--- src/hw/rtl/heater_pid_fixed_point_defines.svh ---
// Assertion macros shared by the heater PID controller modules.
`ifndef HEATER_PID_FIXED_POINT_DEFINES_SVH
`define HEATER_PID_FIXED_POINT_DEFINES_SVH

// Same-cycle implication, sampled on clk, off while rst is high.
`define HPID_ASSERT_NOW(label, ante, cons, msg) \
  label: assert property (@(posedge clk) disable iff (rst) (ante) |-> (cons)) \
    else $error(msg);

// Next-cycle implication, sampled on clk, off while rst is high.
`define HPID_ASSERT_NEXT(label, ante, cons, msg) \
  label: assert property (@(posedge clk) disable iff (rst) (ante) |=> (cons)) \
    else $error(msg);

`endif

--- src/hw/rtl/hpid_pkg.sv ---
// Shared types and constants for the heater PID controller.
package hpid_pkg;

  localparam int PROD_W    = 64;  // gain * value product
  localparam int TERM_W    = 55;  // product / 1000, signed
  localparam int SUM_W     = 58;  // sums of terms
  localparam int LIM_W     = 20;  // q20 output range
  localparam int PADDR_W   = 5;
  localparam int REG_IDX_W = 3;
  localparam int DIGIT_W   = 8;   // divider digit width

  localparam logic [16:0] ALPHA_ONE   = 17'd32768;
  localparam int          ALPHA_SHIFT = 15;

  localparam logic [1:0] OP_UPDATE = 2'd0;
  localparam logic [1:0] OP_RECONF = 2'd1;
  localparam logic [1:0] OP_CLEAR  = 2'd2;

  localparam logic [REG_IDX_W-1:0] REG_KP    = 3'd0;
  localparam logic [REG_IDX_W-1:0] REG_KI    = 3'd1;
  localparam logic [REG_IDX_W-1:0] REG_KD    = 3'd2;
  localparam logic [REG_IDX_W-1:0] REG_ALPHA = 3'd3;
  localparam logic [REG_IDX_W-1:0] REG_LIMIT = 3'd4;

  typedef struct packed {
    logic signed [31:0] kp;
    logic signed [31:0] ki;
    logic signed [31:0] kd;
    logic        [15:0] alpha;
    logic        [15:0] output_limit;
  } hpid_cfg_t;

  typedef enum logic [1:0] {MUL_FILT, MUL_P, MUL_I, MUL_D} hpid_mul_t;

  typedef enum logic [1:0] {TERM_P, TERM_I, TERM_D} hpid_term_t;

  typedef enum logic [3:0] {
    ST_IDLE,
    ST_CLEAR,
    ST_DELTA,
    ST_FMUL,
    ST_FUPD,
    ST_MUL,
    ST_DIV_GO,
    ST_DIV_WAIT,
    ST_REBASE,
    ST_FIN1,
    ST_FIN2,
    ST_EMIT
  } hpid_state_t;

  typedef struct packed {
    logic       load;
    logic       clear;
    logic       delta;
    logic       mul_en;
    hpid_mul_t  mul_sel;
    logic       fupd;
    logic       div_start;
    logic       take_term;
    hpid_term_t term_sel;
    logic       rebase;
    logic       fin1;
    logic       fin2;
    logic       emit;
  } hpid_cmd_t;

  typedef struct packed {
    logic started;
    logic div_done;
    logic out_free;
  } hpid_status_t;

endpackage

--- src/hw/rtl/hpid_ctrl.sv ---
// Controller state machine sequencing the PID datapath.
`include "heater_pid_fixed_point_defines.svh"

module hpid_ctrl (
  input  logic                   clk,
  input  logic                   rst,
  input  logic                   in_valid,
  input  logic [1:0]             in_opcode,
  output logic                   in_ready,
  input  hpid_pkg::hpid_status_t status,
  output hpid_pkg::hpid_cmd_t    cmd
);
  import hpid_pkg::*;

  hpid_state_t state;
  hpid_state_t state_next;
  hpid_term_t  term;
  logic        is_reconf;
  logic        accept;

  assign accept = (state == ST_IDLE) && in_valid;

  always_ff @(posedge clk) begin
    if (rst)
      state <= ST_IDLE;
    else
      state <= state_next;
  end

  always_ff @(posedge clk) begin
    if (rst) begin
      term      <= TERM_P;
      is_reconf <= 1'b0;
    end else begin
      if (accept) begin
        term      <= TERM_P;
        is_reconf <= (in_opcode == OP_RECONF);
      end else if (state == ST_DIV_WAIT && status.div_done) begin
        unique case (term)
          TERM_P:  term <= TERM_I;
          TERM_I:  term <= TERM_D;
          default: term <= TERM_D;
        endcase
      end
    end
  end

  always_comb begin
    state_next = state;
    unique case (state)
      ST_IDLE: begin
        if (in_valid) begin
          priority if (in_opcode == OP_UPDATE)
            state_next = ST_DELTA;
          else if (in_opcode == OP_RECONF && status.started)
            state_next = ST_MUL;
          else if (in_opcode == OP_CLEAR)
            state_next = ST_CLEAR;
          else
            state_next = ST_IDLE;
        end
      end
      ST_CLEAR:  state_next = ST_IDLE;
      ST_DELTA:  state_next = ST_FMUL;
      ST_FMUL:   state_next = ST_FUPD;
      ST_FUPD:   state_next = ST_MUL;
      ST_MUL:    state_next = ST_DIV_GO;
      ST_DIV_GO: state_next = ST_DIV_WAIT;
      ST_DIV_WAIT: begin
        if (status.div_done) begin
          priority if (is_reconf)
            state_next = ST_REBASE;
          else if (term == TERM_D)
            state_next = ST_FIN1;
          else
            state_next = ST_MUL;
        end
      end
      ST_REBASE: state_next = ST_IDLE;
      ST_FIN1:   state_next = ST_FIN2;
      ST_FIN2:   state_next = ST_EMIT;
      ST_EMIT: begin
        if (status.out_free)
          state_next = ST_IDLE;
      end
      default:   state_next = ST_IDLE;
    endcase
  end

  always_comb begin
    cmd          = '0;
    cmd.term_sel = term;
    in_ready     = (state == ST_IDLE);
    unique case (state)
      ST_IDLE:   cmd.load = in_valid;
      ST_CLEAR:  cmd.clear = 1'b1;
      ST_DELTA:  cmd.delta = 1'b1;
      ST_FMUL: begin
        cmd.mul_en  = 1'b1;
        cmd.mul_sel = MUL_FILT;
      end
      ST_FUPD:   cmd.fupd = 1'b1;
      ST_MUL: begin
        cmd.mul_en = 1'b1;
        unique case (term)
          TERM_P:  cmd.mul_sel = MUL_P;
          TERM_I:  cmd.mul_sel = MUL_I;
          default: cmd.mul_sel = MUL_D;
        endcase
      end
      ST_DIV_GO:   cmd.div_start = 1'b1;
      ST_DIV_WAIT: cmd.take_term = status.div_done;
      ST_REBASE:   cmd.rebase = 1'b1;
      ST_FIN1:     cmd.fin1 = 1'b1;
      ST_FIN2:     cmd.fin2 = 1'b1;
      ST_EMIT:     cmd.emit = status.out_free;
      default: ;
    endcase
  end

  `HPID_ASSERT_NOW(a_emit_needs_room, cmd.emit, status.out_free,
    "result loaded while output register still full")
  `HPID_ASSERT_NOW(a_done_only_waiting, status.div_done, state == ST_DIV_WAIT,
    "divider finished outside its wait state")
  `HPID_ASSERT_NEXT(a_div_not_instant, cmd.div_start, !status.div_done,
    "divider reported done straight after start")

endmodule
--- config.mk ---
export PLATFORM = sky130hd
export DESIGN_NAME = hpid_ctrl
export DESIGN_NICKNAME = d
export VERILOG_FILES = /design/src/hw/rtl/hpid_pkg.sv /design/src/hw/rtl/hpid_ctrl.sv
export VERILOG_INCLUDE_DIRS = /design/src /design/src/hw/rtl
export SDC_FILE = /design/constraint.sdc
export NUM_CORES = 1
export LEC_CHECK = 0
export BUFFER_PORTS_ARGS = -buffer_cell sky130_fd_sc_hd__buf_2
export CAP_MARGIN = 10
export CORE_UTILIZATION = 45
export DETAILED_ROUTE_END_ITERATION = 10
export PLACE_DENSITY = 0.8
export SYNTH_ARGS = -nofsm -noshare
export SYNTH_HDL_FRONTEND = slang
export SYNTH_SLANG_ARGS = --single-unit
export TNS_END_PERCENT = 50
--- constraint.sdc ---
create_clock -name clk -period 4.6 [get_ports clk]
set_input_delay 0.46 -clock clk [delete_from_list [all_inputs] [get_ports clk]]
set_output_delay 0.46 -clock clk [all_outputs]
set_load 0.02 [all_outputs]
# After elaboration in Yosys (flattened, before gate mapping)
# Index checks and enable logic that the tools add are counted.
[word_totals]
reg_bits = 7
latch_bits = 0
ramBits = 0
mem_bits_ro = 0
in_bits = 8
output_inout_bits = 16
wordCells = 51
n_memories = 0
[op_classes]
n_addsub = 0
multipliers = 0
div_mod_pow = 0
magnitude_cmp = 0
eq_ne = 18
shifts = 0
muxes = 22
bitwise_logic = 0
n_reduce_logical = 8
[op_table]
columns = ["operator", "count"]
rows = [
  ["$pmux W4 S10", 1],
  ["$mux W4", 5],
  ["$eq A4 B3 Y1 const B", 4],
  ["$eq A4 B4 Y1 const B", 4],
  ["$mux W1", 11],
  ["$eq A4 B2 Y1 const B", 2],
  ["$mux W3", 2],
  ["$ne A2 B2 Y1 const B", 3],
  ["$pmux W3 S2", 1],
  ["$eq A2 B1 Y1 const B", 2],
  ["$eq A2 B2 Y1 const B", 2],
  ["$eq A4 B1 Y1 const B", 1],
  ["$logic_not A2 Y1", 2],
  ["$logic_not A4 Y1", 1],
  ["$pmux W2 S2", 1],
  ["$logic_and A1 B1 Y1", 3],
  ["$reduce_and A3 Y1", 1],
  ["$mux W2", 1],
  ["$reduce_or A2 Y1", 1],
]

# Longest topological paths before layout
[logic_depth]
word_depth = 6
depth_mapped = 5
depth_no_buf = 4

# Worst setup path after synthesis
# Ideal clock, no wire load.
[synth_path]
kind = "register -> output"
startpoint = "register state[2]"
endpoint = "output port cmd[14] (netlist bit)"
t_arrival_ns = 1.573
required_time_ns = 4.140
path_slack_ns = 2.567
stages_incl_launch_ff = 5
n_path_buf = 2
path_cell_list = "dfxtp_1 > nor4_1 > and2_1 > buf_2 > buf_4"
[synth_rtl]
columns = ["element", "line_no", "text"]
rows = [
  ["start, declared", "hpid_ctrl.sv:15", "hpid_state_t state;"],
  ["start signal, assigned", "hpid_ctrl.sv:27", "state <= state_next;"],
  ["end, declared", "hpid_ctrl.sv:11", "output hpid_pkg::hpid_cmd_t cmd"],
]

==> flow_metrics.env <==
export IMPL_worstHoldPathType="input pin to register"
export IMPL_rows=12
export IMPL_finalSetupViolations=0
export IMPL_grt_pass1_vias=560
export IMPL_tightest_slew_ns=0.512
export IMPL_syn_cell_area_sq_um=596
export IMPL_ios=24
export IMPL_die_x_um=38.4
export IMPL_io_buffers=23
export IMPL_cts_resized=0
export IMPL_status="finished, final reports clean"
export IMPL_drc=0
export IMPL_insertion_delay_ns=0.25
export IMPL_cp_slowest_stage_delay_ns=0.63
export IMPL_max_cap_violations=0
export IMPL_start_util=0.509
export IMPL_h_tree_depth=1
export IMPL_setup_ws_ns=2.38
export IMPL_synth_seq_cells=7
export IMPL_cts_root_buf="clkbuf_4"
export IMPL_clock_skew_final_ns=0.00366
export IMPL_coreArea_sq_um=1170
export IMPL_clkTransAtPathRegs_ns=0.05
export IMPL_drive_above_1_share=0.275
export IMPL_ys_types=34
export IMPL_diodes=0
export IMPL_p_leak_nw=0.294
export IMPL_cts_sinks=7
export IMPL_synth_area_leaders="dfxtp_1, nor3_1, a21oi_1"
export IMPL_async_flop_share=0
export IMPL_max_freq_mhz=451
export IMPL_hpwl_mm=1.08
export IMPL_slew_limit_headroom=0.658
export IMPL_yosys_area_top_type_share=0.235
export IMPL_die_h_um=38.4
export IMPL_ys_top_cells_by_count="nor3_1, a21oi_1, nor2_1, dfxtp_1, nand2b_1"
export IMPL_synth_flop_cell="dfxtp_1"
export IMPL_dr_total_vias=666
export IMPL_postCtsSetupBuffers=0
export IMPL_post_place_ws_ns=2.69
export IMPL_hold_buffers=0
export IMPL_first_iter_violations=13
export IMPL_yosysSeqAreaShare=0.235
export IMPL_final_max_slew_viol_count=0
export IMPL_cp_start_kind="register"
export IMPL_cellPowerDensity_nw_per_um2=444
export IMPL_ant_nets=0
export IMPL_cts_max_path_buffers=2
export IMPL_routabilityCongestion=0.872
export IMPL_synth_fp_nets=89
export IMPL_nFillCells=110
export IMPL_grt_antenna_before_repair=0
export IMPL_wl_per_cell_um=12.9
export IMPL_tritoncts="done"
export IMPL_path_cells="nand2b_1 > nor3_1 > buf_2"
export IMPL_syn_mean_instance_area_sq_um=7.35
export IMPL_vdd_ir_drop_max_mv=0.339
export IMPL_numCtsBuffers=3
export IMPL_tns_ns=0
export IMPL_syn_to_final_growth_pct=21.4
export IMPL_critPathRequiredTime_ns=4.14
export IMPL_crit_path_end_kind="primary output"
export IMPL_synth_top_area_cell="dfxtp_1"
export IMPL_globalRouteOverflowTotal=0
export IMPL_finalCritPeriodShare=0.482
export IMPL_final_hold_violation_count=0
export IMPL_crit_slowest_cell="dfxtp_1"
export IMPL_synth_cells=81
export IMPL_holdWs_ns=0.438
export IMPL_nets=111
export IMPL_path_max_fanout=16
export IMPL_grt_usage=0.237
export IMPL_firstDrtPassIters=4
export IMPL_synth_most_common_cell="nor3_1"
export IMPL_path_class="register to primary output"
export IMPL_grt_first_pass_wirelength_mm=2.38
export IMPL_rsz0062_at_grt="false"
export IMPL_arrival_ns=1.76
export IMPL_synth_edff_count=0
export IMPL_period_minus_slack_ns=2.22
export IMPL_yosysWarningCount=0
export IMPL_grt_start_max_net_pins=18
export IMPL_routed_wl_mm=1.49
export IMPL_die_area_sq_um=1470
export IMPL_vias_per_cell=5.74
## logic make-up (layout without fill, tap and decap cells)
family	after synthesis	after routing	synth area share
and+or+nand+nor	41	41	0.387
AOI/OAI and AO/OA	20	20	0.252
buffers and inverters	10	31	0.0777
DFF	7	7	0.235
muxes	2	2	0.0336
xor gates and xnor gates	1	1	0.0147
## worst max-delay path: cells and delay by family, from the launching register on
family,cells,cell delay [ns]
buffers and inverters,1,0.24
DFF,1,0.63
and+or+nand+nor,2,0.63
## cell usage in the layout, fill, tap and decap left out, types with 2 or more instances in the layout
cell,instances
nand2b_1,5
a21oi_1,8
o21ai_1,2
mux2i_1,2
inv_1,4
nand2_1,2
dfxtp_1,7
clkbuf_4,3
nor3_1,12
buf_2,23
nor2_1,8
nor2b_1,4
## cell type report
cell class,instances,area [sq um],area share
tap,14,17.5,0.0242
multi-input combinational,64,409,0.566
timing repair buffer,23,115,0.159
inverter,4,15.0,0.0208
sequential,7,140,0.194
clock buffer,4,26.3,0.0363
## layer usage
layer / part of all wire / wire (um) / vias to the layer above / track usage
li1: - / - / 335 / -
met3: 0.050 / 74 / 2 / 0.0465
met4: 0.010 / 15 / 0 / 0.181
met2: 0.49 / 726 / 22 / 0.339
met1: 0.45 / 676 / 307 / 0.306
met5: 0 / 0 / - / 0
## final timing paths
check	startpoint	to	slack (ns)	cells past startpoint
min reg2reg	is_reconf$_SDFFE_PP0P_	is_reconf$_SDFFE_PP0P_	0.54	2
max	state[2]$_SDFFE_PP0P_	cmd[6]	2.38	3
min	status[1]	state[2]$_SDFFE_PP0P_	0.44	2
max reg2reg	state[2]$_SDFFE_PP0P_	state[3]$_SDFFE_PP0P_	2.80	4
## metrics by stage
step | util | total power (W) | std cells | cell area (sq um)
floorplan | - | 0.000233 | 81 | 596
global placement | 0.595 | 0.000261 | 112 | 697
detailed placement | 0.595 | 0.000263 | 112 | 697
CTS | 0.618 | 0.000322 | 116 | 723
global route | 0.618 | 0.000346 | 116 | 723
finish | 0.618 | 0.000321 | 116 | 723
## flip-flops by register name, summed over array words and instances (netlist names)
name       cells
state          4
term           2
is_reconf      1
## power by group
part | total [W] | internal (W) | switching (W) | leakage [nW]
registers | 0.000102 | 0.0000701 | 0.0000318 | 0.0570
logic | 0.000163 | 0.0000718 | 0.0000915 | 0.222
clock network | 0.0000557 | 0.0000331 | 0.0000226 | 0.0150
total | 0.000321 | 0.000175 | 0.000146 | 0.294
(Power assumes the default switching activity.)
