File: src/hw/rtl/heater_pid_fixed_point_defines.svh
// Assertion macros shared by the heater PID controller modules.
`ifndef HEATER_PID_FIXED_POINT_DEFINES_SVH
`define HEATER_PID_FIXED_POINT_DEFINES_SVH

// Same-cycle implication, sampled on clk, off while rst is high.
`define HPID_ASSERT_NOW(label, ante, cons, msg) \
  label: assert property (@(posedge clk) disable iff (rst) (ante) |-> (cons)) \
    else $error(msg);

// Next-cycle implication, sampled on clk, off while rst is high.
`define HPID_ASSERT_NEXT(label, ante, cons, msg) \
  label: assert property (@(posedge clk) disable iff (rst) (ante) |=> (cons)) \
    else $error(msg);

`endif

File: src/hw/rtl/hpid_pkg.sv
// Shared types and constants for the heater PID controller.
package hpid_pkg;

  localparam int PROD_W    = 64;  // gain * value product
  localparam int TERM_W    = 55;  // product / 1000, signed
  localparam int SUM_W     = 58;  // sums of terms
  localparam int LIM_W     = 20;  // q20 output range
  localparam int PADDR_W   = 5;
  localparam int REG_IDX_W = 3;
  localparam int DIGIT_W   = 8;   // divider digit width

  localparam logic [16:0] ALPHA_ONE   = 17'd32768;
  localparam int          ALPHA_SHIFT = 15;

  localparam logic [1:0] OP_UPDATE = 2'd0;
  localparam logic [1:0] OP_RECONF = 2'd1;
  localparam logic [1:0] OP_CLEAR  = 2'd2;

  localparam logic [REG_IDX_W-1:0] REG_KP    = 3'd0;
  localparam logic [REG_IDX_W-1:0] REG_KI    = 3'd1;
  localparam logic [REG_IDX_W-1:0] REG_KD    = 3'd2;
  localparam logic [REG_IDX_W-1:0] REG_ALPHA = 3'd3;
  localparam logic [REG_IDX_W-1:0] REG_LIMIT = 3'd4;

  typedef struct packed {
    logic signed [31:0] kp;
    logic signed [31:0] ki;
    logic signed [31:0] kd;
    logic        [15:0] alpha;
    logic        [15:0] output_limit;
  } hpid_cfg_t;

  typedef enum logic [1:0] {MUL_FILT, MUL_P, MUL_I, MUL_D} hpid_mul_t;

  typedef enum logic [1:0] {TERM_P, TERM_I, TERM_D} hpid_term_t;

  typedef enum logic [3:0] {
    ST_IDLE,
    ST_CLEAR,
    ST_DELTA,
    ST_FMUL,
    ST_FUPD,
    ST_MUL,
    ST_DIV_GO,
    ST_DIV_WAIT,
    ST_REBASE,
    ST_FIN1,
    ST_FIN2,
    ST_EMIT
  } hpid_state_t;

  typedef struct packed {
    logic       load;
    logic       clear;
    logic       delta;
    logic       mul_en;
    hpid_mul_t  mul_sel;
    logic       fupd;
    logic       div_start;
    logic       take_term;
    hpid_term_t term_sel;
    logic       rebase;
    logic       fin1;
    logic       fin2;
    logic       emit;
  } hpid_cmd_t;

  typedef struct packed {
    logic started;
    logic div_done;
    logic out_free;
  } hpid_status_t;

endpackage

File: src/hw/rtl/hpid_regs.sv
// APB configuration registers: gains, filter alpha and output limit.
module hpid_regs (
  input  logic                       clk,
  input  logic                       rst,
  input  logic                       psel,
  input  logic                       penable,
  input  logic                       pwrite,
  input  logic [hpid_pkg::PADDR_W-1:0] paddr,
  input  logic [31:0]                pwdata,
  output logic [31:0]                prdata,
  output logic                       pready,
  output hpid_pkg::hpid_cfg_t        cfg
);
  import hpid_pkg::*;

  logic [REG_IDX_W-1:0] idx;
  logic                 wr_en;

  assign idx    = paddr[PADDR_W-1:2];
  assign wr_en  = psel && penable && pwrite;
  assign pready = 1'b1;

  always_ff @(posedge clk) begin
    if (rst) begin
      cfg.kp           <= '0;
      cfg.ki           <= '0;
      cfg.kd           <= '0;
      cfg.alpha        <= '0;
      cfg.output_limit <= 16'hFFFF;
    end else if (wr_en) begin
      unique case (idx)
        REG_KP:    cfg.kp           <= pwdata;
        REG_KI:    cfg.ki           <= pwdata;
        REG_KD:    cfg.kd           <= pwdata;
        REG_ALPHA: cfg.alpha        <= pwdata[15:0];
        REG_LIMIT: cfg.output_limit <= pwdata[15:0];
        default: ;
      endcase
    end
  end

  always_comb begin
    unique case (idx)
      REG_KP:    prdata = cfg.kp;
      REG_KI:    prdata = cfg.ki;
      REG_KD:    prdata = cfg.kd;
      REG_ALPHA: prdata = {16'b0, cfg.alpha};
      REG_LIMIT: prdata = {16'b0, cfg.output_limit};
      default:   prdata = '0;
    endcase
  end

endmodule

File: config.mk
export PLATFORM = sky130hd
export DESIGN_NAME = hpid_regs
export DESIGN_NICKNAME = d
export VERILOG_FILES = /design/src/hw/rtl/heater_pid_fixed_point_defines.svh /design/src/hw/rtl/hpid_pkg.sv /design/src/hw/rtl/hpid_regs.sv
export SDC_FILE = /design/constraint.sdc
export NUM_CORES = 1
export LEC_CHECK = 0
export BUFFER_PORTS_ARGS = -buffer_cell sky130_fd_sc_hd__buf_2
export CORE_MARGIN = 8
export CORE_UTILIZATION = 51
export CTS_BUF_LIST = sky130_fd_sc_hd__clkbuf_4 sky130_fd_sc_hd__clkbuf_8 sky130_fd_sc_hd__clkbuf_16
export CTS_CLUSTER_DIAMETER = 80
export DETAILED_ROUTE_END_ITERATION = 8
export GPL_TIMING_DRIVEN = 0
export PLACE_DENSITY = 0.9
export SLEW_MARGIN = 20
export SYNTH_ARGS = -nofsm -noshare
export SYNTH_HDL_FRONTEND = slang
export SYNTH_SLANG_ARGS = --single-unit
File: constraint.sdc
create_clock -name clk -period 1.85 [get_ports clk]
set_clock_uncertainty 0.2 [all_clocks]
set_input_delay 0.185 -clock clk [delete_from_list [all_inputs] [get_ports clk]]
set_output_delay 0.185 -clock clk [all_outputs]
set_load 0.1 [all_outputs]
==> Word level (Yosys, flattened, before mapping) <==
Index checks and enable logic that the tools add are counted.
{ "classes": {"eq_ne": 4, "n_mux": 1, "n_reduce_logical": 8} }
{ "ops": {"columns": ["cell", "n"], "rows": [
  ["case mux 32 bit (5 select lines)", 1],
  ["AND reduction 2 bit", 5],
  ["equality test 3 x 2 -> 1 bit (second input constant)", 2],
  ["equality test 3 x 1 -> 1 bit (second input constant)", 1],
  ["equality test 3 bit (second input constant)", 1],
  ["logical NOT 3 bit", 1],
  ["logical AND 1 bit", 2]
]} }
{ "word_totals": {"elab_cells": 18, "register_bits": 128} }

==> Longest topological paths before layout <==
Gate-level depths: netlist of run 1.
{ "depth": {"word_depth": 3, "depth_mapped": 6, "mapped_depth_nobuf": 3} }

==> Least setup slack after synthesis of run 1 <==
Ideal clock, no wire load.
{ "synth_timing": {"kind": "reg2out", "startpoint": "register cfg[16] (netlist name)", "endpoint": "output prdata[0]", "n_path_buf": 0, "t_required_ns": 1.465, "arrival_time_ns": 2.837, "stages_incl_launch_ff": 4, "slack_ns": -1.372, "cell_sequence": "dfxtp_1 > mux2_2 > a22oi_1 > o22ai_1"} }
{ "synth_between": {"elab_chain_cells": 1} }
{ "synth_lines": {"columns": ["item", "line_no", "text"], "rows": [
  ["from (decl)", "hpid_regs.sv:12", "output hpid_pkg::hpid_cfg_t cfg"],
  ["case mux 32 bit (5 select lines)", "hpid_regs.sv:43", "unique case (idx)"],
  ["to (decl)", "hpid_regs.sv:10", "output logic [31:0] prdata,"]
]} }
No other way between the ends.

==> Worst setup path in the final report of run 1 <==
{ "layout_timing": {"startpoint": "register cfg[43] (netlist name)", "endpoint": "output prdata[11]"} }
Same word-level chain as after synthesis.

==> results of run 1 <==
cells in the mapped netlist:
master and number:
or2_1 1, nor3_1 1, nand3_4 1, o21ai_0 60
nor2_1 48, o2bb2ai_1 1, nor2b_1 34, and4b_2 1
nor2_2 1, and2b_1 1, a22oi_1 30, nand2b_1 113
clkbuf_1 31, nand4b_1 1, buf_1 1, o21ai_1 5
nor3_4 1, a2bb2oi_1 16, o21a_1 1, buf_6 7
conb_1 1, dfxtp_1 128, nand2_2 2, o22ai_1 15
buf_4 7, mux2_2 15, nand4_1 1, buf_2 11
mux2i_1 114
worst paths after layout:
| path | from | endpoint |
|---|---|---|
| max | cfg[43] | prdata[11] |
| min | paddr[2] | cfg[95] |
| max reg2reg | cfg[4] | cfg[4] |
| min reg2reg | cfg[98] | cfg[98] |
worst min-delay path, stage by stage:
cell      delay, ns
buf_4          0.15
nand2b_1       0.16
o21ai_0        0.11
o21ai_0        0.07
what timing repair did:
action,in CTS,in global routing
setup buffers,7,3
setup endpoints to repair,32,32
endpoints found under the hold margin,128,0
hold buffers,39,0
pin swaps,6,7
gates resized for setup,125,36
cell type report:
type	count	area [sq um]
Multi-Input combinational cell	464	3880
Tap cell	147	184
Timing Repair Buffer	246	1790
Sequential cell	128	2830
Buffer	57	390
Clock inverter	15	218
Fill cell	630	2190
Clock buffer	17	425
layer usage:
metal | part of all wire [%] | global-route usage (%) | vias up | wire length (um)
met2 | 48 | 53.2 | 523 | 13100
met5 | 0 | 0 | - | 0
met4 | 5.9 | 21.2 | 0 | 1630
met1 | 37 | 36.6 | 3232 | 10100
li1 | - | - | 2807 | -
met3 | 9.8 | 11.3 | 145 | 2700
through the flow:
step | power [uW] | util (%) | hold WS, ns | setup slack (ns)
2_1_floorplan | 3440 | - | 0.151 | -0.116
3_3_place_gp | 3650 | 67.0 | 0.260 | -0.441
3_5_place_dp | 3660 | 67.0 | 0.264 | -0.451
4_1_cts | 7410 | 80.1 | 0.0568 | -0.118
5_1_grt | 7660 | 81.6 | 0.109 | -0.186
6_report | 7540 | 81.6 | 0.0835 | -0.140
cell families (layout without fill, tap and decap cells):
| logic type | after synthesis | count (layout) | share of synthesized area (%) |
|---|---|---|---|
| compound gates | 128 | 128 | 13.0 |
| buf+inv | 57 | 335 | 4.96 |
| flops | 128 | 128 | 41.5 |
| mux | 129 | 129 | 21.2 |
| other cells | 1 | 1 | 0.0607 |
| simple gates | 206 | 206 | 19.4 |
power by group through the flow:
stage	Combinational (uW)	Sequential (uW)	Clock, uW
2_1_floorplan	496	2940	0
3_3_place_gp	854	2800	0
3_5_place_dp	859	2800	0
4_1_cts	1010	2740	3670
5_1_grt	1100	2740	3810
6_report	1070	2740	3730
==> impl_metrics.toml, run 1 <==
[cells_and_area]
stdcell_area_sq_um = 9720
final_cells = 1074
final_common_cell = "buf_2"
top_register = "cfg"
final_cell_mix = "169 x buf_2, 114 x mux2i_1, 113 x nand2b_1"
synthToLayoutAreaGrowth_pct = 57.3
num_antenna_cells = 0
largest_register_ffs = 128
drive_gt1_share_pct = 52.9
top_regs = "cfg (128)"
final_nets = 956

[setup_path]
path_class = "reg2out"
arrival_ns = 1.60
path_depth = 4
slowest_stage = "dfxtp_4"
crit_chain = "mux2_2 > a22oi_2 > o22ai_4 > buf_12"
ff2ff_setup_slack_ns = 0.40
reg2reg_depth = 3
start_kind = "register"
endpoint_kind = "output port"
required_ns = 1.46
path_buf_inv = 1
cpPeakStageDelay_ns = 0.36
cp_max_fo = 3
path_delay_family = "flip-flops"

[job]
max-cap-violations = 0

[sta]
setup_ws_ns = -0.140
period_needed_ns = 1.99
post-route-period-util_pct = 108
grt_setup_unrepaired = "yes"
tightest_slew_ns = 0.737
fmax_mhz = 503
setup_viol = 18
tns_ns = -1.31
hold_violations = 0
max_slew_margin_pct = 50.9
drv_slew = 0

[drt]
drc = 0
wl_per_cell_um = 25.6
vias = 6707
drt_iter0_drc = 804
routed_wl_um = 27500
drtAntennaViolNets = 0
dr.pass1.iters = 6
via_per_inst = 6.24

[grt]
grt_max_degree = 17
antenna_found_initial = 0
grt_pass1_vias = 7090
grt_overflow = 0
grtUsageTotal_pct = 33.0
grt_pass1_wl_um = 41100

[logic_synthesis]
yosysTopAreaCellShare_pct = 41.5
syn_area_sq_um = 6180
syn_inst = 649
ys_warn_count = 0
syn-num-nets = 691
ys_types = 29
synth.area.top_cells = "dfxtp_1 41%, mux2i_1 18%, nand2b_1 11%, o21ai_0 4.9%, a22oi_1 3.6%"
synth_seq_cells = 128
syn_area_per_cell_sq_um = 9.52
yosysSeqAreaShare_pct = 41.5
yosysTopAreaCell = "dfxtp_1"

[clock_network]
path_clk_slew_ns = 0.06
h-tree-depth = 4
cts.sinks = 128
cts_tree = "built"
cts_made_buffers = 17
insertion_delay_ns = 0.43
clock-root-buffer = "clkbuf_16"
clockBufferDepth = 2

[placement]
hpwl_um = 15500
place_area_sq_um = 7980
portBuffers = 197
placedCellCount = 993
place_congestion = 0.839

[power]
swShare_pct = 27.6
seqPwrFrac_pct = 36.3
power_frac_comb_pct = 14.2
p_clk_share_pct = 49.5
power_switching_uw = 2090
p_int_uw = 5460
p_leak_uw = 0.00428
vdd_drop_max_mv = 0.795
powerDensity_nw_per_um2 = 776

[floorplan]
core_area_sq_um = 11900
ioPinCount = 203
dieWidth_um = 126
die_h_um = 126
start_util_pct = 51.9
num_rows = 40
die_area_sq_um = 15900

[min_path]
min_path_type = "in2reg"
min_delay_path_depth = 4

[run_status]
status = "finished with violations"
violations = "setup timing"
Power figures use the tool's default switching activity.
==> run 2: changes to the inputs <==
- PLACE_DENSITY: 0.9 -> 0.87
==> run 2 against run 1 <==
Compared with the run above:
- count of clock-buffer cells in the layout up 8
- first-iteration DRC count down 25%
- register-to-register slack better by 0.38 ns
- highest routed layer is now met5
- the run still ends with setup timing left
- wire length fell by 5.7%
- critical path type unchanged
==> impl_metrics.toml, run 2 (same netlist as run 1, synthesis figures left out) <==
[run_status]
status = "finished with violations"
violations = "setup timing"

[clock_network]
insertion_delay_ns = 0.42
h-tree-depth = 4
cts_tree = "built"
cts_made_buffers = 17
cts.sinks = 128
clock-root-buffer = "clkbuf_16"
path_clk_slew_ns = 0.06
clockBufferDepth = 2

[job]
max-cap-violations = 0

[sta]
hold_violations = 0
period_needed_ns = 2.01
setup_viol = 17
max_slew_margin_pct = 48.5
grt_setup_unrepaired = "yes"
tns_ns = -1.34
tightest_slew_ns = 0.773
drv_slew = 0
post-route-period-util_pct = 109
setup_ws_ns = -0.159
fmax_mhz = 498

[grt]
grt_pass1_wl_um = 39400
grt_overflow = 0
grtUsageTotal_pct = 31.7
grt_max_degree = 17
grt_pass1_vias = 6854
antenna_found_initial = 1

[cells_and_area]
largest_register_ffs = 128
top_regs = "cfg (128)"
final_nets = 951
final_cell_mix = "168 x buf_2, 114 x mux2i_1, 113 x nand2b_1"
final_common_cell = "buf_2"
num_antenna_cells = 0
stdcell_area_sq_um = 9690
synthToLayoutAreaGrowth_pct = 56.8
drive_gt1_share_pct = 53.3
top_register = "cfg"
nFillCells = 696
multi_input_area_sq_um = 3900
ff_latch_area_sq_um = 2830

[floorplan]
core_area_sq_um = 11900
die_area_sq_um = 15900
dieWidth_um = 126
start_util_pct = 51.9
ioPinCount = 203
die_h_um = 126
num_rows = 40

[power]
vdd_drop_max_mv = 0.717
powerDensity_nw_per_um2 = 761
p_leak_uw = 0.00428
total_power_uw = 7370

[drt]
via_per_inst = 6.04
drt_iter0_drc = 601
drtAntennaViolNets = 0
wl_per_cell_um = 24.3
routed_wl_um = 26000
dr.pass1.iters = 5
vias = 6456
drc = 0

[setup_path]
ff2ff_setup_slack_ns = 0.78
cp_max_fo = 3
arrival_ns = 1.62
path_class = "reg2out"
start_kind = "register"
endpoint_kind = "output port"
required_ns = 1.46

[min_path]
min_path_type = "in2reg"

[placement]
place_area_sq_um = 7980
place_congestion = 0.836
portBuffers = 197
hpwl_um = 15600
run 2: worst paths after layout:
check / startpoint / to / cells after the start
max: cfg[38] / prdata[6] / 4
min reg2reg: cfg[114] / cfg[114] / 2
max reg2reg: cfg[67] / cfg[67] / 3
min: paddr[3] / cfg[15] / 3
run 2: final cells by class:
cell class,count,area share (%)
Clock inverter,7,0.633
Sequential cell,128,29.2
Multi-Input combinational cell,464,40.3
Clock buffer,25,5.99
Buffer,57,4.07
Timing Repair Buffer,241,17.9
Tap cell,147,1.90
run 2: what timing repair did:
| action | 4_1_cts | 5_1_grt |
|---|---|---|
| setup buffers | 5 | 3 |
| hold buffers | 36 | 0 |
| resized for setup | 130 | 36 |
| gates cloned | 0 | 0 |
| hold endpoints to repair | 128 | 0 |
| setup endpoints to repair | 32 | 31 |
| pin swaps | 4 | 8 |
run 2: worst max-delay path, stage by stage, from the launching register on:
cell and delay [ns]:
dfxtp_4 0.35, mux2_4 0.28, a22oi_2 0.22, o22ai_4 0.13, buf_12 0.21
run 2: power breakdown:
| part | total (uW) | switching (uW) | internal [uW] |
|---|---|---|---|
| Sequential | 2740 | 19.9 | 2720 |
| Combinational | 1060 | 707 | 355 |
| Clock | 3570 | 1260 | 2300 |
| Total | 7370 | 1990 | 5380 |
run 2: layer usage:
metal  global-route usage (%)  up-vias  wire [um]
li1                         -     2796          -
met1                     35.3     3147       9630
met2                     53.0      405      12700
met3                     9.75      106       2470
met4                     17.8        2       1180
met5                        0        -         13
run 2: stage by stage:
step                instances  setup WS [ns]  util, %  hold slack, ns
floorplan                 649         -0.116        -           0.151
global placement          993         -0.467     67.0           0.257
detailed placement        993         -0.469     67.0           0.264
CTS                      1066         -0.101     79.8          0.0152
global route             1069         -0.170     81.3          0.0418
finish                   1069         -0.159     81.3          0.0321
