$ cat src/hw/rtl/heater_pid_fixed_point_defines.svh
// Assertion macros shared by the heater PID controller modules.
`ifndef HEATER_PID_FIXED_POINT_DEFINES_SVH
`define HEATER_PID_FIXED_POINT_DEFINES_SVH

// Same-cycle implication, sampled on clk, off while rst is high.
`define HPID_ASSERT_NOW(label, ante, cons, msg) \
  label: assert property (@(posedge clk) disable iff (rst) (ante) |-> (cons)) \
    else $error(msg);

// Next-cycle implication, sampled on clk, off while rst is high.
`define HPID_ASSERT_NEXT(label, ante, cons, msg) \
  label: assert property (@(posedge clk) disable iff (rst) (ante) |=> (cons)) \
    else $error(msg);

`endif

$ cat src/hw/rtl/hpid_pkg.sv
// Shared types and constants for the heater PID controller.
package hpid_pkg;

  localparam int PROD_W    = 64;  // gain * value product
  localparam int TERM_W    = 55;  // product / 1000, signed
  localparam int SUM_W     = 58;  // sums of terms
  localparam int LIM_W     = 20;  // q20 output range
  localparam int PADDR_W   = 5;
  localparam int REG_IDX_W = 3;
  localparam int DIGIT_W   = 8;   // divider digit width

  localparam logic [16:0] ALPHA_ONE   = 17'd32768;
  localparam int          ALPHA_SHIFT = 15;

  localparam logic [1:0] OP_UPDATE = 2'd0;
  localparam logic [1:0] OP_RECONF = 2'd1;
  localparam logic [1:0] OP_CLEAR  = 2'd2;

  localparam logic [REG_IDX_W-1:0] REG_KP    = 3'd0;
  localparam logic [REG_IDX_W-1:0] REG_KI    = 3'd1;
  localparam logic [REG_IDX_W-1:0] REG_KD    = 3'd2;
  localparam logic [REG_IDX_W-1:0] REG_ALPHA = 3'd3;
  localparam logic [REG_IDX_W-1:0] REG_LIMIT = 3'd4;

  typedef struct packed {
    logic signed [31:0] kp;
    logic signed [31:0] ki;
    logic signed [31:0] kd;
    logic        [15:0] alpha;
    logic        [15:0] output_limit;
  } hpid_cfg_t;

  typedef enum logic [1:0] {MUL_FILT, MUL_P, MUL_I, MUL_D} hpid_mul_t;

  typedef enum logic [1:0] {TERM_P, TERM_I, TERM_D} hpid_term_t;

  typedef enum logic [3:0] {
    ST_IDLE,
    ST_CLEAR,
    ST_DELTA,
    ST_FMUL,
    ST_FUPD,
    ST_MUL,
    ST_DIV_GO,
    ST_DIV_WAIT,
    ST_REBASE,
    ST_FIN1,
    ST_FIN2,
    ST_EMIT
  } hpid_state_t;

  typedef struct packed {
    logic       load;
    logic       clear;
    logic       delta;
    logic       mul_en;
    hpid_mul_t  mul_sel;
    logic       fupd;
    logic       div_start;
    logic       take_term;
    hpid_term_t term_sel;
    logic       rebase;
    logic       fin1;
    logic       fin2;
    logic       emit;
  } hpid_cmd_t;

  typedef struct packed {
    logic started;
    logic div_done;
    logic out_free;
  } hpid_status_t;

endpackage

$ cat src/hw/rtl/hpid_out_if.sv
// Result channel: heater drive.
interface hpid_out_if;
  logic        valid;
  logic        ready;
  logic [15:0] heater_drive;

  modport source (output valid, heater_drive, input ready);
  modport sink (input valid, heater_drive, output ready);
endinterface

$ cat src/hw/rtl/hpid_div1000.sv
// Signed divide by 1000, truncating toward zero, one byte of dividend per cycle.
module hpid_div1000 (
  input  logic                              clk,
  input  logic                              rst,
  input  logic                              start,
  input  logic signed [hpid_pkg::PROD_W-1:0] dividend,
  output logic                              done,
  output logic signed [hpid_pkg::TERM_W-1:0] quotient
);
  import hpid_pkg::*;

  localparam int          DIGITS   = PROD_W / DIGIT_W;
  localparam int          CNT_W    = $clog2(DIGITS);
  localparam int          QUO_W    = TERM_W - 1;
  localparam int          V_W      = 10 + DIGIT_W;
  localparam int          EST_W    = V_W + 15;
  localparam int          RSHIFT   = 24;
  localparam logic [14:0] RECIP    = 15'd16777;   // floor(2^24 / 1000)
  localparam logic [V_W-1:0] DIVISOR = V_W'(1000);

  logic [PROD_W-1:0]  mag;
  logic [9:0]         rem;
  logic [QUO_W-1:0]   quo;
  logic               neg;
  logic [CNT_W-1:0]   cnt;
  logic               busy;

  logic [V_W-1:0]     v;
  logic [EST_W-1:0]   est;
  logic [DIGIT_W-1:0] q_est;
  logic [V_W-1:0]     q_x1000;
  logic [V_W-1:0]     r_est;
  logic               fix;
  logic [DIGIT_W-1:0] digit;
  logic [V_W-1:0]     r_new;

  // Estimate is exact or one low; a single compare fixes it.
  always_comb begin
    v       = {rem, mag[PROD_W-1 -: DIGIT_W]};
    est     = {{(EST_W-V_W){1'b0}}, v} * {{(EST_W-15){1'b0}}, RECIP};
    q_est   = est[RSHIFT +: DIGIT_W];
    q_x1000 = ({{(V_W-DIGIT_W){1'b0}}, q_est} << 10)
            - ({{(V_W-DIGIT_W){1'b0}}, q_est} << 4)
            - ({{(V_W-DIGIT_W){1'b0}}, q_est} << 3);
    r_est   = v - q_x1000;
    fix     = r_est >= DIVISOR;
    digit   = q_est + {{(DIGIT_W-1){1'b0}}, fix};
    r_new   = fix ? r_est - DIVISOR : r_est;
  end

  always_ff @(posedge clk) begin
    if (rst) begin
      busy <= 1'b0;
      done <= 1'b0;
      cnt  <= '0;
    end else begin
      done <= 1'b0;
      if (start) begin
        busy <= 1'b1;
        cnt  <= '0;
      end else if (busy) begin
        cnt <= cnt + 1'b1;
        if (cnt == CNT_W'(DIGITS - 1)) begin
          busy <= 1'b0;
          done <= 1'b1;
        end
      end
    end
  end

  always_ff @(posedge clk) begin
    if (start) begin
      neg <= dividend[PROD_W-1];
      mag <= dividend[PROD_W-1] ? -dividend : dividend;
      rem <= '0;
      quo <= '0;
    end else if (busy) begin
      mag <= mag << DIGIT_W;
      rem <= r_new[9:0];
      quo <= {quo[QUO_W-DIGIT_W-1:0], digit};
    end
  end

  assign quotient = neg ? -$signed({1'b0, quo}) : $signed({1'b0, quo});

endmodule

$ cat src/hw/rtl/hpid_datapath.sv
// PID datapath: state registers, shared multiplier, divider, filter and output stage.
`include "heater_pid_fixed_point_defines.svh"

module hpid_datapath (
  input  logic                    clk,
  input  logic                    rst,
  input  hpid_pkg::hpid_cmd_t     cmd,
  output hpid_pkg::hpid_status_t  status,
  input  hpid_pkg::hpid_cfg_t     cfg,
  input  logic signed [31:0]      temperature,
  input  logic signed [31:0]      control_error,
  hpid_out_if.source              result
);
  import hpid_pkg::*;

  localparam logic [PROD_W-1:0] HALF = PROD_W'(ALPHA_ONE >> 1);

  // model state
  logic                     started;
  logic signed [31:0]       last_temp;
  logic signed [31:0]       fd;
  logic [LIM_W-1:0]         integ;
  logic [LIM_W-1:0]         last_out;

  // working registers
  logic signed [31:0]       temp_in;
  logic signed [31:0]       err_in;
  logic signed [32:0]       diff;
  logic signed [PROD_W-1:0] prod;
  logic signed [TERM_W-1:0] p_term;
  logic signed [TERM_W-1:0] i_term;
  logic signed [TERM_W-1:0] d_term;
  logic [LIM_W-1:0]         icand;
  logic signed [SUM_W-1:0]  pd;
  logic                     out_valid;
  logic [15:0]              drive;

  logic [LIM_W-1:0]         max_q20;
  logic [15:0]              alpha_eff;
  logic signed [31:0]       delta;
  logic signed [32:0]       mul_a;
  logic signed [32:0]       mul_b;
  logic signed [65:0]       mul_full;
  logic                     f_neg;
  logic [PROD_W-1:0]        f_mag;
  logic [PROD_W-1:0]        f_qm;
  logic signed [PROD_W-1:0] f_q;
  logic signed [PROD_W-1:0] f_sum;
  logic signed [31:0]       fd_sat;
  logic                     div_done;
  logic signed [TERM_W-1:0] div_q;
  logic signed [SUM_W-1:0]  cand;
  logic                     commit;
  logic [LIM_W-1:0]         o_val;
  logic [LIM_W-1:0]         reb_val;
  logic                     err_neg;
  logic                     err_pos;

  function automatic logic signed [SUM_W-1:0] zx(input logic [LIM_W-1:0] a);
    return $signed({{(SUM_W-LIM_W){1'b0}}, a});
  endfunction

  function automatic logic signed [SUM_W-1:0] sx(input logic signed [TERM_W-1:0] a);
    return $signed({{(SUM_W-TERM_W){a[TERM_W-1]}}, a});
  endfunction

  function automatic logic [LIM_W-1:0] clamp_q20(input logic signed [SUM_W-1:0] a,
                                                  input logic [LIM_W-1:0] hi);
    logic [LIM_W-1:0] r;
    if (a < 0)
      r = '0;
    else if (a > zx(hi))
      r = hi;
    else
      r = a[LIM_W-1:0];
    return r;
  endfunction

  assign max_q20   = {cfg.output_limit, 4'b0};
  assign alpha_eff = (cfg.alpha == '0 || {1'b0, cfg.alpha} > ALPHA_ONE) ?
                     ALPHA_ONE[15:0] : cfg.alpha;
  assign delta     = started ? temp_in - last_temp : '0;
  assign err_neg   = err_in[31];
  assign err_pos   = !err_in[31] && (err_in != '0);

  // shared multiplier
  always_comb begin
    unique case (cmd.mul_sel)
      MUL_FILT: begin
        mul_a = diff;
        mul_b = $signed({17'b0, alpha_eff});
      end
      MUL_P: begin
        mul_a = {cfg.kp[31], cfg.kp};
        mul_b = {err_in[31], err_in};
      end
      MUL_I: begin
        mul_a = {cfg.ki[31], cfg.ki};
        mul_b = {err_in[31], err_in};
      end
      MUL_D: begin
        mul_a = {cfg.kd[31], cfg.kd};
        mul_b = {fd[31], fd};
      end
      default: begin
        mul_a = '0;
        mul_b = '0;
      end
    endcase
  end

  assign mul_full = mul_a * mul_b;

  // derivative filter: symmetric rounding of step / ALPHA_ONE, then saturate
  always_comb begin
    f_neg = prod[PROD_W-1];
    f_mag = f_neg ? -prod : prod;
    f_qm  = (f_mag + HALF) >> ALPHA_SHIFT;
    f_q   = f_neg ? -$signed(f_qm) : $signed(f_qm);
    f_sum = $signed({{(PROD_W-32){fd[31]}}, fd}) + f_q;
    if (f_sum > $signed(PROD_W'(32'h7FFF_FFFF)))
      fd_sat = 32'sh7FFF_FFFF;
    else if (f_sum < -$signed(PROD_W'(33'h0_8000_0000)))
      fd_sat = 32'sh8000_0000;
    else
      fd_sat = f_sum[31:0];
  end

  // conditional integration and output
  always_comb begin
    cand    = pd + zx(icand);
    commit  = (cand >= 0 && cand <= zx(max_q20)) ||
              (cand > zx(max_q20) && err_neg) ||
              (cand < 0 && err_pos);
    o_val   = clamp_q20(pd + zx(integ), max_q20);
    reb_val = clamp_q20(zx(last_out) - sx(p_term), max_q20);
  end

  hpid_div1000 u_div (
    .clk      (clk),
    .rst      (rst),
    .start    (cmd.div_start),
    .dividend (prod),
    .done     (div_done),
    .quotient (div_q)
  );

  always_ff @(posedge clk) begin
    if (rst || cmd.clear) begin
      started   <= 1'b0;
      last_temp <= '0;
      fd        <= '0;
      integ     <= '0;
      last_out  <= '0;
    end else begin
      if (cmd.delta) begin
        started   <= 1'b1;
        last_temp <= temp_in;
      end
      if (cmd.fupd)
        fd <= fd_sat;
      if (cmd.rebase) begin
        integ <= reb_val;
        fd    <= '0;
      end
      if (cmd.fin2 && commit)
        integ <= icand;
      if (cmd.emit)
        last_out <= o_val;
    end
  end

  always_ff @(posedge clk) begin
    if (cmd.load) begin
      temp_in <= temperature;
      err_in  <= control_error;
    end
    if (cmd.delta)
      diff <= {delta[31], delta} - {fd[31], fd};
    if (cmd.mul_en)
      prod <= mul_full[PROD_W-1:0];
    if (cmd.take_term) begin
      unique case (cmd.term_sel)
        TERM_P:  p_term <= div_q;
        TERM_I:  i_term <= div_q;
        TERM_D:  d_term <= div_q;
        default: ;
      endcase
    end
    if (cmd.fin1) begin
      icand <= clamp_q20(zx(integ) + sx(i_term), max_q20);
      pd    <= sx(p_term) - sx(d_term);
    end
    if (cmd.emit)
      drive <= 16'(({1'b0, o_val} + 21'd8) >> 4);
  end

  // output register
  always_ff @(posedge clk) begin
    if (rst)
      out_valid <= 1'b0;
    else if (cmd.emit)
      out_valid <= 1'b1;
    else if (result.ready)
      out_valid <= 1'b0;
  end

  assign result.valid        = out_valid;
  assign result.heater_drive = drive;

  assign status.started  = started;
  assign status.div_done = div_done;
  assign status.out_free = !out_valid || result.ready;

  `HPID_ASSERT_NEXT(a_drive_matches_q20, cmd.emit,
    drive == 16'(({1'b0, last_out} + 21'd8) >> 4), "drive beat differs from stored output")
  `HPID_ASSERT_NOW(a_started_falls_on_clear, $fell(started),
    $past(cmd.clear) || $past(rst), "started dropped without a clear")
  `HPID_ASSERT_NEXT(a_rebase_in_range, cmd.rebase,
    fd == '0 && integ <= {$past(cfg.output_limit), 4'b0}, "rebase left integral out of range")

endmodule

$ cat src/flat_wrapper.sv
// flat-port wrapper written by rule: the top's interface ports become plain ports
module hpid_datapath_flat import hpid_pkg::*;
  (clk, rst, cmd, status, cfg, temperature, control_error, result_valid, result_heater_drive, result_ready);
  hpid_out_if result_i ();
  input  logic clk;
  input  logic rst;
  input  hpid_pkg::hpid_cmd_t cmd;
  output hpid_pkg::hpid_status_t status;
  input  hpid_pkg::hpid_cfg_t cfg;
  input  logic signed [31:0] temperature;
  input  logic signed [31:0] control_error;
  output wire logic [$bits(result_i.valid)-1:0] result_valid;
  output wire logic [$bits(result_i.heater_drive)-1:0] result_heater_drive;
  input wire logic [$bits(result_i.ready)-1:0] result_ready;
  assign result_valid = result_i.valid;
  assign result_heater_drive = result_i.heater_drive;
  assign result_i.ready = result_ready;
  hpid_datapath u_core (.clk(clk), .rst(rst), .cmd(cmd), .status(status), .cfg(cfg), .temperature(temperature), .control_error(control_error), .result(result_i));
endmodule
$ cat config.mk
export PLATFORM = sky130hd
export DESIGN_NAME = hpid_datapath_flat
export DESIGN_NICKNAME = d
export VERILOG_FILES = /design/src/hw/rtl/hpid_pkg.sv /design/src/hw/rtl/hpid_out_if.sv /design/src/hw/rtl/hpid_div1000.sv /design/src/hw/rtl/hpid_datapath.sv /design/src/flat_wrapper.sv
export VERILOG_INCLUDE_DIRS = /design/src /design/src/hw/rtl
export SDC_FILE = /design/constraint.sdc
export NUM_CORES = 2
export LEC_CHECK = 0
export ABC_AREA = 1
export BUFFER_PORTS_ARGS = -buffer_cell sky130_fd_sc_hd__buf_4
export CORE_UTILIZATION = 50
export DETAILED_ROUTE_END_ITERATION = 10
export HOLD_SLACK_MARGIN = 0.15
export PLACE_DENSITY = 0.66
export SKIP_CTS_REPAIR_TIMING = 1
export SYNTH_ARGS = -nofsm -noshare
export SYNTH_HDL_FRONTEND = slang
export SYNTH_SLANG_ARGS = --single-unit
$ cat constraint.sdc
create_clock -name clk -period 21.3 [get_ports clk]
set_clock_uncertainty 0.1 [all_clocks]
set_input_delay 2.13 -clock clk [delete_from_list [all_inputs] [get_ports clk]]
set_output_delay 2.13 -clock clk [all_outputs]
set_load 0.02 [all_outputs]
; Word level (Yosys, flattened, before mapping)
; Cells that the tools add are included.
[totals]
in_bits = 210
out_inout_bits = 20
wordCells = 118
register_bits = 660
[classes]
magnitude_cmp = 14
addsub = 19
n_mul = 2
bitwise_logic = 1
muxes = 25
reduce_logical = 27
n_eq_ne = 6
[op_table]
columns = operator, n
row1 = two-way mux 64 bit, 4
row2 = greater-than comparator 58 x 21 -> 1 bit, 4
row3 = "less-than comparator 58 x 1 -> 1 bit, second input constant", 4
row4 = two-way mux 20 bit, 7
row5 = case mux 33 bit (4 select lines), 1
row6 = adder 58 x 21 -> 58 bit, 2
row7 = case mux 33 bit (3 select lines), 1
row8 = two-way mux 32 bit, 3
row9 = adder 32 x 64 -> 64 bit, 1
row10 = "adder 64 x 15 -> 64 bit, second input constant", 1
row11 = "greater-than comparator 64 x 32 -> 1 bit, second input constant", 1
row12 = "less-than comparator 64 x 32 -> 1 bit, second input constant", 1
row13 = multiplier 33 x 33 -> 64 bit, 1
row14 = negation 49 -> 64 bit, 1
row15 = negation 64 bit, 1
row16 = "greater-or-equal comparator 58 x 1 -> 1 bit, second input constant", 1
row17 = <= comparator 58 x 21 -> 1 bit, 1
row18 = adder 21 x 55 -> 56 bit, 1
row19 = subtractor 21 x 55 -> 56 bit, 1
row20 = subtractor 55 x 55 -> 56 bit, 1
row21 = two-way mux 55 bit, 1
row22 = negation 54 -> 55 bit, 1
row23 = subtractor 32 x 32 -> 33 bit, 1
row24 = "multiplier 18 x 15 -> 32 bit, second input constant", 1
row25 = other kinds (27), 52

; Depth between registers and ports, before layout
[depth]
ltp_word = 9
depth_mapped = 53
ltp_nobuf = 51

; Modules after synthesis
; A second synthesis with hierarchy kept.
[hier_totals]
cells_unflattened = 12666
hier_area_um2 = 96745.3
[modules_own_cells]
columns = module, cells_each, n_inst, seq_area_each_um2, area_per_inst_um2
row1 = hpid_datapath, 10859, 1, 14674.1, 83291.1
row2 = hpid_div1000, 1807, 1, 3333.2, 13454.2

; Worst setup path after synthesis
; Ideal clock, no wire load.
[synth_path]
path_kind = input-to-reg
start = input port cfg[24] (netlist bit)
end = register u_core.prod[60], data pin
arrival_time_ns = 10.797
stages = 32
slack_ns = 10.141
cell_sequence = nor4_1 nand4_1 or2_2 nand2_1 inv_1 nand3_1 nand2_1 inv_1 clkbuf_1 buf_1 nor2_1 fa_1 inv_1 fa_1 inv_1 fa_1 fa_1 inv_1 fa_1 fa_1 inv_1 fa_1 fa_1 ha_1 a21oi_1 inv_1 a21oi_1 nor3_1 a311oi_1 o311ai_0 a21oi_1 xor2_1
[synth_via]
elab_chain_cells = 5
elab_cells_between_ends = 6
cone_classes = mul (1) / order compare (1) / mux (2) / reduce/logical (2)
[synth_lines]
columns = element, line_no
row1 = from (decl), flat_wrapper.sv:9  ; input hpid_pkg::hpid_cfg_t cfg;
row2 = greater-than comparator 16 bit or logical NOT 16 bit (tied branches), hpid_datapath.sv:80  ; assign alpha_eff = (cfg.alpha == '0 || {1'b0, cfg.alpha} > ALPHA_ONE) ?
row3 = logical OR 1 bit, hpid_datapath.sv:80
row4 = two-way mux 16 bit (*), hpid_datapath.sv:80
row5 = case mux 33 bit (3 select lines) (*), hpid_datapath.sv:88  ; unique case (cmd.mul_sel)
row6 = multiplier 33 x 33 -> 64 bit (*), hpid_datapath.sv:112  ; assign mul_full = mul_a * mul_b;
row7 = via u_core.mul_full[60], hpid_datapath.sv:43  ; logic signed [65:0] mul_full;
row8 = to (signal assigned), hpid_datapath.sv:181  ; prod <= mul_full[PROD_W-1:0];
row9 = to (decl), hpid_datapath.sv:29  ; logic signed [PROD_W-1:0] prod;
; The timed path passes the listed nets; every way through them passes the cells marked *.
; A chain may end at the register's enable or synchronous reset.

; Worst setup path after layout
[layout_path]
start = input port cmd[9] (netlist bit)
end = register u_core.prod[61], data pin
[layout_via]
elab_chain_cells = 4
elab_cells_between_ends = 8
cone_classes = mul (1) / eq/ne (3) / mux (2) / reduce/logical (2)
[layout_lines]
columns = element, line_no
row1 = from (decl), flat_wrapper.sv:7  ; input hpid_pkg::hpid_cmd_t cmd;
row2 = == test 2 x 1 -> 1 bit or == test 2 bit (tied branches), hpid_datapath.sv:88
row3 = OR reduction 2 bit (no line), -
row4 = case mux 33 bit (3 select lines), hpid_datapath.sv:88
row5 = multiplier 33 x 33 -> 64 bit (*), hpid_datapath.sv:112
row6 = via u_core.mul_full[61], hpid_datapath.sv:43
; Marks and branches as above.

==> results.md <==
- Crit-path slowest cell: clkinv_1
- CTS Buf Count: 82
- DR WL/cell: 24.1 um
- H-tree depth: 3
- Grt total ovfl: 0
- Tcrit/Tclk final: 0.599
- Post-Synth Simple-Gate Area: 0.216
- Final setup violation count: 0
- DRC viols: 0
- Minimum clock period: 12.76 ns
- Nature of the critical path startpoint: input port
- Achievable Freq: 78.4 MHz
- Main synth FF type: edfxtp_1
- Arrival @ worst endpoint: 13.12 ns
- Routed vias: 85.8k
- IO Port Bufs: 229
- Largest net degree at the start of global routing: 76
- Main combinational cell family by area after synthesis: adder cells
- Clk_lat worst skew: 0.76 ns
- Hold_sp: u_core.last_temp[16]
- CP max stage delay: 0.87 ns
- Tot GR Track Use: 0.377
- Status: completed
- Synth Area in XOR/XNOR: 0.0515
- Share of cells above drive strength 1: 0.0559
- Most frequent cells in the layout: nand2_1 (2674), inv_1 (2600), nor2_1 (1213)
- Synth warn: 0
- Max-Cap Viols: 0
- Die footprint: 0.192 mm^2
- R2R Path Start: u_core.fd[31]
- Final WL: 364000 um
- Root buffer cell: clkbuf_16
- Commonest non-fill, non-tap cell in the layout: nand2_1
- Chip width: 439 um
- Sequential share of the synthesized area: 0.189
- Syn Nets: 14.5k
- CTS tree: yes
- Initial antenna violation count: 10
- Unrepaired setup endpoints after global routing: false
- CP Launch Point: cmd[9]
- Via/cell ratio: 5.68
- Area contributors post-synth: fa_1 (25%), edfxtp_1 (15%), nand2_1 (11%)
- Final Max Slew Viols: 0
- Asr flop ratio synth: 0
- Post-route setup TNS: 0 ns
- Rel. slew slack: 0.105
- CP Capture Type: flop
- Final-report hold violation count: 0
- Synth top area share: 0.247
- Routability congestion estimate: 1.03
- Initial DRT Pass Iterations: 7
- Most frequent CP cell: fa_1
- Die height: 439 um
- IO Pins: 230
- Mapped Cells: 12.4k
- Synth Register Bits: 658
- Critical path type: in -> reg
- Initial core utilization: 0.505
- Area grow syn2layout: 7.81%
- Core Area: 0.189 mm^2
- Clock buffer depth: 3
- DR iter-0 viols: 8315
- Area leader, netlist: fa_1
- Vias in the first global route: 85.1k
- Post-synthesis adder-cell area fraction: 0.341
- Post-synthesis mux area share: 0
- HP Class: reg -> reg
- Distinct cells, synth: 77
- Clock Sinks: 658
- Post-synth EDFFs: 483
- Syn Area/Cell: 7.68 um^2
- Crit Path Max Fanout: 75
- Cell Area, Synth: 0.0953 mm^2
- Reg clk slew, reported paths: 0.06 ns
- Critical path data required time: 21.66 ns
- Nets: 14.6k
- Post-route ant nets: 0
- HPWL after DPL: 301000 um
- First-pass GRT wire length: 538000 um
- Site row count: 159
- Least-Margin Pin Slew: 1.34 ns
- Compound-Gate Fraction of Synth Area: 0.0846
==> cells by family after synthesis <==
kind of cell,after synthesis
AO/OA/AOI/OAI,1437
flip-flops,658
XOR/XNOR,559
buffers and inverters,2952
AND/OR/NAND/NOR,4914
adder cells (fa/ha/maj),1894
==> state kept, by name, summed over array words and instances, names as in the netlist, 3 cells and up <==
name                        cells
u_core.last_temp               32
u_core.i_term                  55
u_core.temp_in                 32
u_core.fd                      32
u_core.u_div.rem               10
u_core.integ                   20
u_core.pd                      56
u_core.u_div.mag               64
u_core.u_div.cnt                3
u_core.last_out                20
u_core.icand                   20
u_core.prod                    64
u_core.u_div.quo               54
u_core.diff                    33
u_core.result.heater_drive     16
u_core.d_term                  55
u_core.p_term                  55
u_core.err_in                  32
==> cell type report <==
class	count	area [um^2]
well taps	2495	3120
clock inverters	55	659
inverters	2640	9920
multi-input cells	8804	66200
flip-flops and latches	658	18000
repair buffers	341	2560
clock buffers	99	2210
fillers	18100	85900
diodes	5	12.5
==> metrics by stage <==
step | cell area (um^2) | hold slack (ns) | cells | utilization | setup slack (ns)
2_1_floorplan | 95300 | 0.337 | 12400 | - | 10.14
6_report | 103000 | 0.361 | 15100 | 0.545 | 8.54
4_1_cts | 103000 | 0.363 | 15100 | 0.545 | 8.83
5_1_grt | 103000 | 0.382 | 15100 | 0.545 | 8.11
3_5_place_dp | 99900 | 0.354 | 14900 | 0.529 | 8.11
3_3_place_gp | 99800 | 0.345 | 14900 | 0.529 | 8.06
==> path summary, 6_finish.rpt <==
check                                            end  depth (start not counted)  slack (ns)
worst min-delay path            u_core.last_temp[16]                          2        0.36
worst min register to register  u_core.last_temp[16]                          2        0.36
worst max register to register       u_core.prod[61]                         31       10.16
worst max-delay path                 u_core.prod[61]                         34        8.54
==> worst max-delay path: cells and delay by family <==
kind / cells / cell delay, ns
compound gates: 7 / 1.83
xor+xnor: 1 / 0.18
fa+ha+maj: 10 / 4.84
buf+inv: 10 / 2.69
simple gates: 6 / 1.35
==> metal layers <==
metal  track usage  vias up  wire (um)
li1              -    38900          -
met1         0.480    41800     140000
met2         0.587     4125     162000
met3        0.0699      919      32500
met4         0.247        8      28600
met5             0        -         49
==> synthesized netlist by cell type (19+ instances only) <==
cell / count
xnor2_1: 152
ha_1: 716
nand2_1: 2678
fa_1: 1178
dfxtp_1: 175
buf_2: 21
nand2_2: 41
clkbuf_1: 258
inv_1: 2604
nor2_1: 1217
a31oi_1: 79
xor2_1: 405
o21a_1: 22
o21ai_1: 44
inv_2: 24
nand3_1: 425
nor4_1: 54
o22ai_1: 74
nor2_4: 19
a21oi_1: 573
nor2_2: 46
a21boi_0: 26
nand3b_1: 54
o211ai_1: 22
o21ai_0: 434
and3_1: 19
buf_1: 21
nand4_1: 181
nor3_1: 128
edfxtp_1: 483
a21o_1: 36
o21bai_1: 32
Power is not shown: default switching activity piles up to over one toggle a cycle in this logic, so the estimate is an artifact.
